### config.mk
export PLATFORM = sky130hd
export DESIGN_NAME = tab_to_space_expander_core
export DESIGN_NICKNAME = d
export VERILOG_FILES = /design/src/design/tse_pkg.sv /design/src/design/tab_to_space_expander_core.sv
export VERILOG_INCLUDE_DIRS = /design/src /design/src/design
export SDC_FILE = /design/constraint.sdc
export NUM_CORES = 1
export LEC_CHECK = 0
export BUFFER_PORTS_ARGS = -buffer_cell sky130_fd_sc_hd__buf_2
export CAP_MARGIN = 20
export CORE_UTILIZATION = 66
export DETAILED_ROUTE_END_ITERATION = 7
export PLACE_DENSITY_LB_ADDON = 0.3
export SLEW_MARGIN = 10
export SYNTH_ARGS = -nofsm -noshare
export SYNTH_HDL_FRONTEND = slang
export SYNTH_SLANG_ARGS = --single-unit
### constraint.sdc
create_clock -name clk -period 15.5 [get_ports clk]
set_input_delay 4.65 -clock clk [delete_from_list [all_inputs] [get_ports clk]]
set_output_delay 4.65 -clock clk [all_outputs]
set_load 0.02 [all_outputs]
### src/design/assert_macros.svh
// ----------------------------------------------------------------------------
// assert_macros.svh
// Assertion macros shared by the RTL. In synthesis they expand to nothing.
// ----------------------------------------------------------------------------
`ifndef ASSERT_MACROS_SVH
`define ASSERT_MACROS_SVH

`ifndef SYNTHESIS

// Concurrent check that is switched off while reset is held.
`define TSE_ASSERT(lbl, clk, rst_n, prop, msg) \
  lbl: assert property (@(posedge clk) disable iff (!rst_n) prop) else $error(msg);

// Concurrent check that also holds during reset.
`define TSE_ASSERT_ALWAYS(lbl, clk, prop, msg) \
  lbl: assert property (@(posedge clk) prop) else $error(msg);

`else

`define TSE_ASSERT(lbl, clk, rst_n, prop, msg)
`define TSE_ASSERT_ALWAYS(lbl, clk, prop, msg)

`endif

`endif

### src/design/tse_pkg.sv
// ----------------------------------------------------------------------------
// tse_pkg
// Types and constants of the tab to space expander.
// ----------------------------------------------------------------------------
package tse_pkg;

  // Character codes the expander treats specially.
  localparam logic [7:0] CHAR_TAB   = 8'h09;
  localparam logic [7:0] CHAR_BS    = 8'h08;
  localparam logic [7:0] CHAR_CR    = 8'h0D;
  localparam logic [7:0] CHAR_LF    = 8'h0A;
  localparam logic [7:0] CHAR_SPACE = 8'h20;

  // Configuration register map.
  localparam int unsigned CFG_IDX_BITS  = 3;
  localparam int unsigned CFG_DATA_BITS = 36;
  localparam logic [CFG_IDX_BITS-1:0] CFG_STOP_COUNT  = 3'd0;
  localparam logic [CFG_IDX_BITS-1:0] CFG_STOP_WORD_0 = 3'd1;
  localparam logic [CFG_IDX_BITS-1:0] CFG_STOP_WORD_1 = 3'd2;
  localparam logic [CFG_IDX_BITS-1:0] CFG_STOP_WORD_2 = 3'd3;
  localparam logic [CFG_IDX_BITS-1:0] CFG_STOP_WORD_3 = 3'd4;

  // Tab stop layout: four nine-bit stops in each of four words.
  localparam int unsigned COUNT_BITS     = 5;
  localparam int unsigned STOP_BITS      = 9;
  localparam int unsigned STOPS_PER_WORD = 4;
  localparam int unsigned STOP_WORDS     = 4;
  localparam int unsigned STOP_SLOTS     = STOPS_PER_WORD * STOP_WORDS;
  localparam int unsigned SLOT_BITS      = 4;
  localparam logic [STOP_BITS-1:0] STOP_MAX = 9'd256;
  localparam logic [STOP_BITS-1:0] STOP_MIN = 9'd1;

  // Width of a run of spaces (1 to 256).
  localparam int unsigned RUN_BITS = 9;
  localparam logic [RUN_BITS-1:0] DEFAULT_TAB = 9'd8;

  // Sequencer states.
  typedef enum logic [2:0] {
    S_IDLE,
    S_DIV,
    S_SUB,
    S_LIST,
    S_OUT
  } tse_state_t;

  // Clamp a raw stop value into 1..256.
  function automatic logic [STOP_BITS-1:0] stop_clamp(input logic [STOP_BITS-1:0] raw);
    logic [STOP_BITS-1:0] v;
    v = raw;
    if (raw == '0) begin
      v = STOP_MIN;
    end else if (raw > STOP_MAX) begin
      v = STOP_MAX;
    end
    return v;
  endfunction

endpackage

### src/design/tab_to_space_expander_core.sv
// ----------------------------------------------------------------------------
// tab_to_space_expander_core
// Tab expansion with column tracking, one result beat per text byte.
// ----------------------------------------------------------------------------
// Each text byte takes one beat in and gives one beat out: the byte to emit
// and a repeat count. Ordinary bytes, backspace, carriage return, newline
// and tabs with the default every-8 stops go straight to the output state.
// With a single interval stop a tab runs the restoring remainder, which
// produces one quotient bit a cycle through the shared subtractor. With a
// stop list a tab scans up to MAX_STOPS stops, as the same subtractor
// compares one stop per cycle. The input stalls while a byte is in work and
// when the finished result cannot leave because the output beat is still
// stalled. Configuration is to be written only while the block is idle;
// the user must keep to this, the block itself does not enforce it.
module tab_to_space_expander_core #(
  parameter int unsigned MAX_STOPS   = 16,
  parameter int unsigned COLUMN_BITS = 16
) (
  input  logic                              clk,
  input  logic                              rst_n,
  // Configuration write port.
  input  logic                              cfg_we,
  input  logic [tse_pkg::CFG_IDX_BITS-1:0]  cfg_index,
  input  logic [tse_pkg::CFG_DATA_BITS-1:0] cfg_data,
  // Input channel.
  input  logic                              in_valid,
  output logic                              in_stall,
  input  logic [7:0]                        in_text_byte,
  input  logic                              in_start_of_file,
  // Result channel.
  output logic                              out_valid,
  input  logic                              out_stall,
  output logic [7:0]                        out_byte,
  output logic [tse_pkg::RUN_BITS-1:0]      out_repeat_count,
  output logic                              out_column_saturated
);

  import tse_pkg::*;

  localparam int unsigned BIT_CNT_BITS = $clog2(COLUMN_BITS);
  localparam int unsigned STOP_IDX_BITS = (MAX_STOPS > 1) ? $clog2(MAX_STOPS) : 1;
  localparam int unsigned UNIT_BITS = COLUMN_BITS + 1;
  localparam logic [COLUMN_BITS-1:0] COL_MAX = '1;

  // Configuration registers.
  logic [COUNT_BITS-1:0]    stop_count_r;
  logic [CFG_DATA_BITS-1:0] stop_word_r [STOP_WORDS];

  // Sequencer and datapath registers.
  tse_state_t               state_r, state_nxt;
  logic [COLUMN_BITS-1:0]   col_r, col_nxt;
  logic [7:0]               byte_r, byte_nxt;
  logic [COLUMN_BITS-1:0]   shr_r, shr_nxt;
  logic [STOP_BITS-1:0]     rem_r, rem_nxt;
  logic [BIT_CNT_BITS-1:0]  bit_r, bit_nxt;
  logic [STOP_IDX_BITS-1:0] k_r, k_nxt;
  logic [RUN_BITS-1:0]      run_r, run_nxt;

  // Output register.
  logic                     out_valid_r, out_valid_nxt;
  logic [7:0]               out_byte_r, out_byte_nxt;
  logic [RUN_BITS-1:0]      out_rep_r, out_rep_nxt;
  logic                     out_sat_r, out_sat_nxt;

  // Stop table view and mode decode.
  logic [STOP_BITS-1:0]     stop_raw [STOP_SLOTS];
  logic [STOP_BITS-1:0]     stop_sel;
  logic [STOP_BITS-1:0]     stop_first;
  logic [COUNT_BITS-1:0]    eff_cnt;
  logic                     last_stop;

  // Shared subtractor.
  logic [UNIT_BITS-1:0]     unit_a, unit_b;
  logic [UNIT_BITS:0]       unit_diff;
  logic                     unit_borrow;

  // Misc combinational terms.
  logic                     in_fire;
  logic                     out_free;
  logic [COLUMN_BITS-1:0]   base_col;
  logic [COLUMN_BITS:0]     col_sum;
  logic [COLUMN_BITS-1:0]   col_final;
  logic [STOP_BITS:0]       div_shift;

  // Configuration writes; indexes past the list are ignored.
  always_ff @(posedge clk) begin
    if (!rst_n) begin
      stop_count_r <= '0;
      for (int w = 0; w < STOP_WORDS; w++) begin
        stop_word_r[w] <= '0;
      end
    end else if (cfg_we) begin
      case (cfg_index)
        CFG_STOP_COUNT:  stop_count_r   <= cfg_data[COUNT_BITS-1:0];
        CFG_STOP_WORD_0: stop_word_r[0] <= cfg_data;
        CFG_STOP_WORD_1: stop_word_r[1] <= cfg_data;
        CFG_STOP_WORD_2: stop_word_r[2] <= cfg_data;
        CFG_STOP_WORD_3: stop_word_r[3] <= cfg_data;
        default: ;
      endcase
    end
  end

  // Split the stop words into nine-bit slots.
  always_comb begin
    for (int s = 0; s < STOP_SLOTS; s++) begin
      stop_raw[s] = stop_word_r[s / STOPS_PER_WORD][(s % STOPS_PER_WORD) * STOP_BITS +: STOP_BITS];
    end
  end

  // Stop count clamped to the number of supported stops.
  assign eff_cnt    = (stop_count_r > COUNT_BITS'(MAX_STOPS)) ? COUNT_BITS'(MAX_STOPS)
                                                               : stop_count_r;
  assign stop_sel   = stop_clamp(stop_raw[SLOT_BITS'(k_r)]);
  assign stop_first = stop_clamp(stop_raw[0]);
  assign last_stop  = ((COUNT_BITS'(k_r) + COUNT_BITS'(1)) == eff_cnt);

  // Handshake terms.
  assign in_stall  = (state_r != S_IDLE);
  assign in_fire   = in_valid && !in_stall;
  assign out_free  = !out_valid_r || !out_stall;
  assign base_col  = in_start_of_file ? '0 : col_r;
  assign div_shift = {rem_r, shr_r[COLUMN_BITS-1]};

  // Shared subtractor operands per state.
  always_comb begin
    unit_a = '0;
    unit_b = '0;
    case (state_r)
      S_DIV: begin
        unit_a = UNIT_BITS'(div_shift);
        unit_b = UNIT_BITS'(stop_first);
      end
      S_SUB: begin
        unit_a = UNIT_BITS'(stop_first);
        unit_b = UNIT_BITS'(rem_r);
      end
      S_LIST: begin
        unit_a = UNIT_BITS'(stop_sel);
        unit_b = UNIT_BITS'(col_r);
      end
      default: ;
    endcase
  end

  assign unit_diff   = {1'b0, unit_a} - {1'b0, unit_b};
  assign unit_borrow = unit_diff[UNIT_BITS];

  // New column: BS steps back, CR/LF clear it, else adds run, saturating.
  assign col_sum = {1'b0, col_r} + (COLUMN_BITS + 1)'(run_r);
  always_comb begin
    if (byte_r == CHAR_BS) begin
      col_final = (col_r != '0) ? (col_r - COLUMN_BITS'(1)) : col_r;
    end else if ((byte_r == CHAR_CR) || (byte_r == CHAR_LF)) begin
      col_final = '0;
    end else if (col_sum[COLUMN_BITS]) begin
      col_final = COL_MAX;
    end else begin
      col_final = col_sum[COLUMN_BITS-1:0];
    end
  end

  // Next state.
  always_comb begin
    state_nxt = state_r;
    case (state_r)
      S_IDLE: begin
        if (in_fire) begin
          if ((in_text_byte == CHAR_TAB) && (eff_cnt == COUNT_BITS'(1))) begin
            state_nxt = S_DIV;
          end else if ((in_text_byte == CHAR_TAB) && (eff_cnt > COUNT_BITS'(1))) begin
            state_nxt = S_LIST;
          end else begin
            state_nxt = S_OUT;
          end
        end
      end
      S_DIV: begin
        if (bit_r == '0) begin
          state_nxt = S_SUB;
        end
      end
      S_SUB: state_nxt = S_OUT;
      S_LIST: begin
        if ((!unit_borrow && (unit_diff != '0)) || last_stop) begin
          state_nxt = S_OUT;
        end
      end
      S_OUT: begin
        if (out_free) begin
          state_nxt = S_IDLE;
        end
      end
      default: state_nxt = S_IDLE;
    endcase
  end

  // Datapath and output register updates.
  always_comb begin
    col_nxt       = col_r;
    byte_nxt      = byte_r;
    shr_nxt       = shr_r;
    rem_nxt       = rem_r;
    bit_nxt       = bit_r;
    k_nxt         = k_r;
    run_nxt       = run_r;
    out_valid_nxt = out_valid_r && out_stall;
    out_byte_nxt  = out_byte_r;
    out_rep_nxt   = out_rep_r;
    out_sat_nxt   = out_sat_r;
    case (state_r)
      S_IDLE: begin
        if (in_fire) begin
          col_nxt  = base_col;
          byte_nxt = in_text_byte;
          shr_nxt  = base_col;
          rem_nxt  = '0;
          bit_nxt  = BIT_CNT_BITS'(COLUMN_BITS - 1);
          k_nxt    = '0;
          if ((in_text_byte == CHAR_TAB) && (eff_cnt == '0)) begin
            run_nxt = DEFAULT_TAB - RUN_BITS'(base_col[2:0]);
          end else begin
            run_nxt = RUN_BITS'(1);
          end
        end
      end
      // One restoring remainder step per cycle, column bits MSB first.
      S_DIV: begin
        shr_nxt = {shr_r[COLUMN_BITS-2:0], 1'b0};
        bit_nxt = bit_r - BIT_CNT_BITS'(1);
        if (unit_borrow) begin
          rem_nxt = div_shift[STOP_BITS-1:0];
        end else begin
          rem_nxt = unit_diff[STOP_BITS-1:0];
        end
      end
      // Run reaches the next multiple of the interval.
      S_SUB: run_nxt = unit_diff[RUN_BITS-1:0];
      // Scan for the first listed stop past the column; if none, run is one.
      S_LIST: begin
        if (!unit_borrow && (unit_diff != '0)) begin
          run_nxt = unit_diff[RUN_BITS-1:0];
        end else if (last_stop) begin
          run_nxt = RUN_BITS'(1);
        end else begin
          k_nxt = k_r + STOP_IDX_BITS'(1);
        end
      end
      // Hand the result to the output register and commit the column.
      S_OUT: begin
        if (out_free) begin
          col_nxt       = col_final;
          out_valid_nxt = 1'b1;
          out_byte_nxt  = (byte_r == CHAR_TAB) ? CHAR_SPACE : byte_r;
          out_rep_nxt   = run_r;
          out_sat_nxt   = (col_final == COL_MAX);
        end
      end
      default: ;
    endcase
  end

  // Control registers.
  always_ff @(posedge clk) begin
    if (!rst_n) begin
      state_r     <= S_IDLE;
      col_r       <= '0;
      out_valid_r <= 1'b0;
    end else begin
      state_r     <= state_nxt;
      col_r       <= col_nxt;
      out_valid_r <= out_valid_nxt;
    end
  end

  // Payload registers.
  always_ff @(posedge clk) begin
    byte_r     <= byte_nxt;
    shr_r      <= shr_nxt;
    rem_r      <= rem_nxt;
    bit_r      <= bit_nxt;
    k_r        <= k_nxt;
    run_r      <= run_nxt;
    out_byte_r <= out_byte_nxt;
    out_rep_r  <= out_rep_nxt;
    out_sat_r  <= out_sat_nxt;
  end

  assign out_valid            = out_valid_r;
  assign out_byte             = out_byte_r;
  assign out_repeat_count     = out_rep_r;
  assign out_column_saturated = out_sat_r;

`include "assert_macros.svh"

  `TSE_ASSERT(a_plain_byte_short, clk, rst_n, in_fire && (in_text_byte != CHAR_TAB) |=> state_r == S_OUT, "non-tab byte did not go straight to output")
  `TSE_ASSERT(a_repeat_nonzero, clk, rst_n, out_valid_r |-> out_rep_r != '0, "result beat with zero repeat count")
  `TSE_ASSERT(a_non_space_single, clk, rst_n, out_valid_r && (out_byte_r != CHAR_SPACE) |-> out_rep_r == RUN_BITS'(1), "non-tab result repeated")
  `TSE_ASSERT(a_div_exit, clk, rst_n, state_r == S_DIV |=> (state_r == S_DIV) || (state_r == S_SUB), "remainder loop left early")
  `TSE_ASSERT(a_div_col_hold, clk, rst_n, state_r == S_DIV |=> $stable(col_r), "column moved during remainder loop")

endmodule
==> flow_summary.toml <==
[worst_setup_path]
required_ns = 10.85
ff2ff_path_depth = 16
worst-path-buf-inv = 1
crit-reg2reg-capture = "k_r[1]$_SDFFCE_PP0P_"
cp_slowest_stage_delay_ns = 0.52
crit_arrival_ns = 1.74
slowest_stage = "or3_1"
cp_top_family = "simple AND/OR/NAND/NOR gates"
criticalPathCategory = "register to output port"
reg2reg_from = "k_r[0]$_SDFFCE_PP0P_"
reg2reg_slack_ns = 9.34
cp-end-kind = "output port"
path_cells = "or3_1 -> buf_2"
start_kind = "register"
worstPathMaxFanout = 17

[cts]
htreeDepth = 1
cts.sinks = 237
clk_path_buf_depth = 3
root_buffer = "clkbuf_16"
postCtsSetupRepairBufs = 0
hold_buffers = 0
cts_tree = "done"
ctsResizeCount = 0
worstSkewPairLatency_ns = 0.54
cts_made_buffers = 24
cts.clk_slew.worst_paths_ns = 0.06

[sta]
tns_ns = 0
fmax_ghz = 0.157
tightest_slew_ns = 1.05
hold_viol = 0
period_share_pct = 41.2
clock_skew_ns = 0.0156
finalSetupViolCount = 0
hold_ws_ns = 0.470
drv_slew = 0
min_period_ns = 6.39
relSlewSlack_pct = 30.3
rsz0062_at_grt = "no"

[outcome]
outcome = "complete, no violations"

[finish]
nNetsFinal = 1230
multiInputGateArea_sq_um = 5490
drive_gt1_share_pct = 15.1
stdcell_area_sq_um = 14100
finalNonFillerCells = 1403
fill_cells = 1227
n_antenna_cell = 0
finalCoreUtilization_pct = 75.0
final_common_cell = "edfxtp_1"
areaGrowthSynthToFinish_pct = 11.0
mostFrequentLayoutCells = "edfxtp_1 (212), and2_1 (151), nand2_1 (102)"
register_area_sq_um = 6870

[min_path]
holdCritStartpoint = "run_r[3]$_DFFE_PP_"
holdPathEnd = "out_repeat_count[3]$_DFFE_PP_"
hp-class = "register to register"
hold_path_depth = 0

[global_route]
grt.total_usage_pct = 31.5
gr-total-overflow = 0
grt_start_max_net_pins = 52
grt_pass1_vias = 8795
grt_pass1_wl_mm = 47.5
antenna_found_initial = 0

[yosys]
seq_area_frac_synth_pct = 54.2
synth_fp_nets = 1180
muxShareOfSynthArea_pct = 7.96
syn_area_per_cell_sq_um = 11.5
yosys_warnings = 0
syn_area_sq_um = 12700
synthDistinctLibCells = 81
ys_ff_latch = 237
synth_adder_area_share_pct = 2.68
synth_edf_count = 212
synth-main-ff-cell = "edfxtp_1"
synthSimpleGateAreaFrac_pct = 19.4
ys_async_sr_fraction_pct = 0
synth_cells = 1101
synth_top_family_by_area = "simple AND/OR/NAND/NOR gates"
synth-compound-area-share_pct = 11.1
synth-xor-area-share_pct = 1.66

[die]
fp-row-count = 50
die_area_sq_um = 19800
initial_utilization_pct = 67.6
die_y_um = 141
die_w_um = 141
io_pins = 73
coreArea_sq_um = 18800

[route]
drt_iter0_drc = 1000
vias = 9213
firstDrtPassIters = 8
vias_per_cell = 6.57
wl_mm = 30.6
drtAntennaViolNets = 0
drc = 0
wire_per_inst_um = 21.8

[power_and_ir_drop]
p_per_area_nw_per_um2 = 176
peakVddDrop_v = 0.000102
leakagePower_uw = 0.00522

[place]
dp_hpwl_mm = 20.0
postPlaceCellArea_sq_um = 13200
io_buffers = 72
gp_congestion = 0.907
dp_cells = 1357

[run]
cap_violations = 0
## worst register-to-register path, stage by stage, from the launching register on
cell,delay [ns]
edfxtp_1,0.32
buf_4,0.70
mux4_2,0.64
mux4_2,0.56
or4_1,0.52
o211ai_1,0.26
a222oi_1,0.11
ha_1,0.26
fa_1,0.40
nor2b_1,0.18
o21ai_1,0.10
nor2b_1,0.15
xnor2_1,0.19
or4_4,0.53
a2111oi_4,0.46
o2111ai_2,0.22
nand2_1,0.24
## power breakdown
part	internal, uW	switching (uW)	total, uW
clock network	339	246	586
registers	833	89.2	922
logic	361	610	971
total	1530	946	2480
## state kept, by name, summed over array words and instances, names as in the netlist
| register | cells |
|---|---|
| k_r | 4 |
| byte_r | 8 |
| out_column_saturated | 1 |
| col_r | 16 |
| stop_count_r | 5 |
| shr_r | 16 |
| rem_r | 9 |
| bit_r | 4 |
| out_repeat_count | 9 |
| out_valid | 1 |
| state_r | 3 |
| out_byte | 8 |
| stop_word_r | 144 |
| run_r | 9 |
## per-stage QoR
step           worst slack, ns  power, uW
6_report                  9.11       2480
5_1_grt                   9.08       2590
4_1_cts                   8.83       2460
3_5_place_dp              8.31       1870
3_3_place_gp              8.48       1850
2_1_floorplan             7.59       1620
## cells in the mapped netlist, types with 9 or more instances
library cell / n / area (sq um)
mux2i_1: 30 / 300
o21a_1: 11 / 82.6
a21oi_1: 45 / 225
nor3b_1: 9 / 67.6
o21ai_1: 15 / 75.1
xnor2_1: 17 / 149
nand4_1: 10 / 62.6
nor2b_1: 14 / 87.6
dfxtp_1: 25 / 500
nor2_1: 80 / 300
o21ai_0: 24 / 120
inv_1: 21 / 78.8
and2_1: 151 / 945
clkbuf_1: 52 / 195
mux4_2: 28 / 631
a211oi_1: 12 / 90.1
edfxtp_1: 212 / 6370
nand3_1: 13 / 65.1
nor3_1: 17 / 85.1
nand3b_1: 14 / 105
a22oi_1: 18 / 135
nand2_1: 102 / 383
ha_1: 24 / 300
## layer usage
layer	up-vias	global-route usage (%)	wire length [um]
met5	-	0	0
met4	0	13.2	1090
met3	82	4.21	2280
met2	464	53.3	15200
met1	4460	41.2	12100
li1	4207	-	-
## worst max path at each step
stage,startpoint,to,cells after the start
after floorplan,cfg_we,stop_word_r[1][0]$_SDFFCE_PN0P_,2
after global placement,rst_n,stop_word_r[2][11]$_SDFFCE_PN0P_,4
after detailed placement,rst_n,stop_word_r[2][5]$_SDFFCE_PN0P_,4
after CTS,rst_n,stop_word_r[2][5]$_SDFFCE_PN0P_,4
after global routing,rst_n,stop_word_r[2][5]$_SDFFCE_PN0P_,4
final,state_r[2]$_SDFFE_PN0P_,in_stall,2
## kinds of logic (layout without fill, tap and decap cells)
| logic type | count (synthesis) | in the layout |
|---|---|---|
| adder cells (fa/ha/maj) | 26 | 26 |
| XOR/XNOR | 24 | 24 |
| flip-flops | 237 | 237 |
| buffers and inverters | 90 | 158 |
| AND/OR/NAND/NOR | 456 | 456 |
| multiplexers | 65 | 65 |
| AO/OA/AOI/OAI | 203 | 203 |
## layout make-up
cell class | instances | area share (%)
Sequential cell | 237 | 48.8
Timing Repair Buffer | 91 | 3.77
Tap cell | 234 | 2.08
Clock inverter | 15 | 1.02
Clock buffer | 29 | 4.70
Multi-Input combinational cell | 774 | 39.0
Inverter | 23 | 0.614
(Power assumes the default switching activity.)
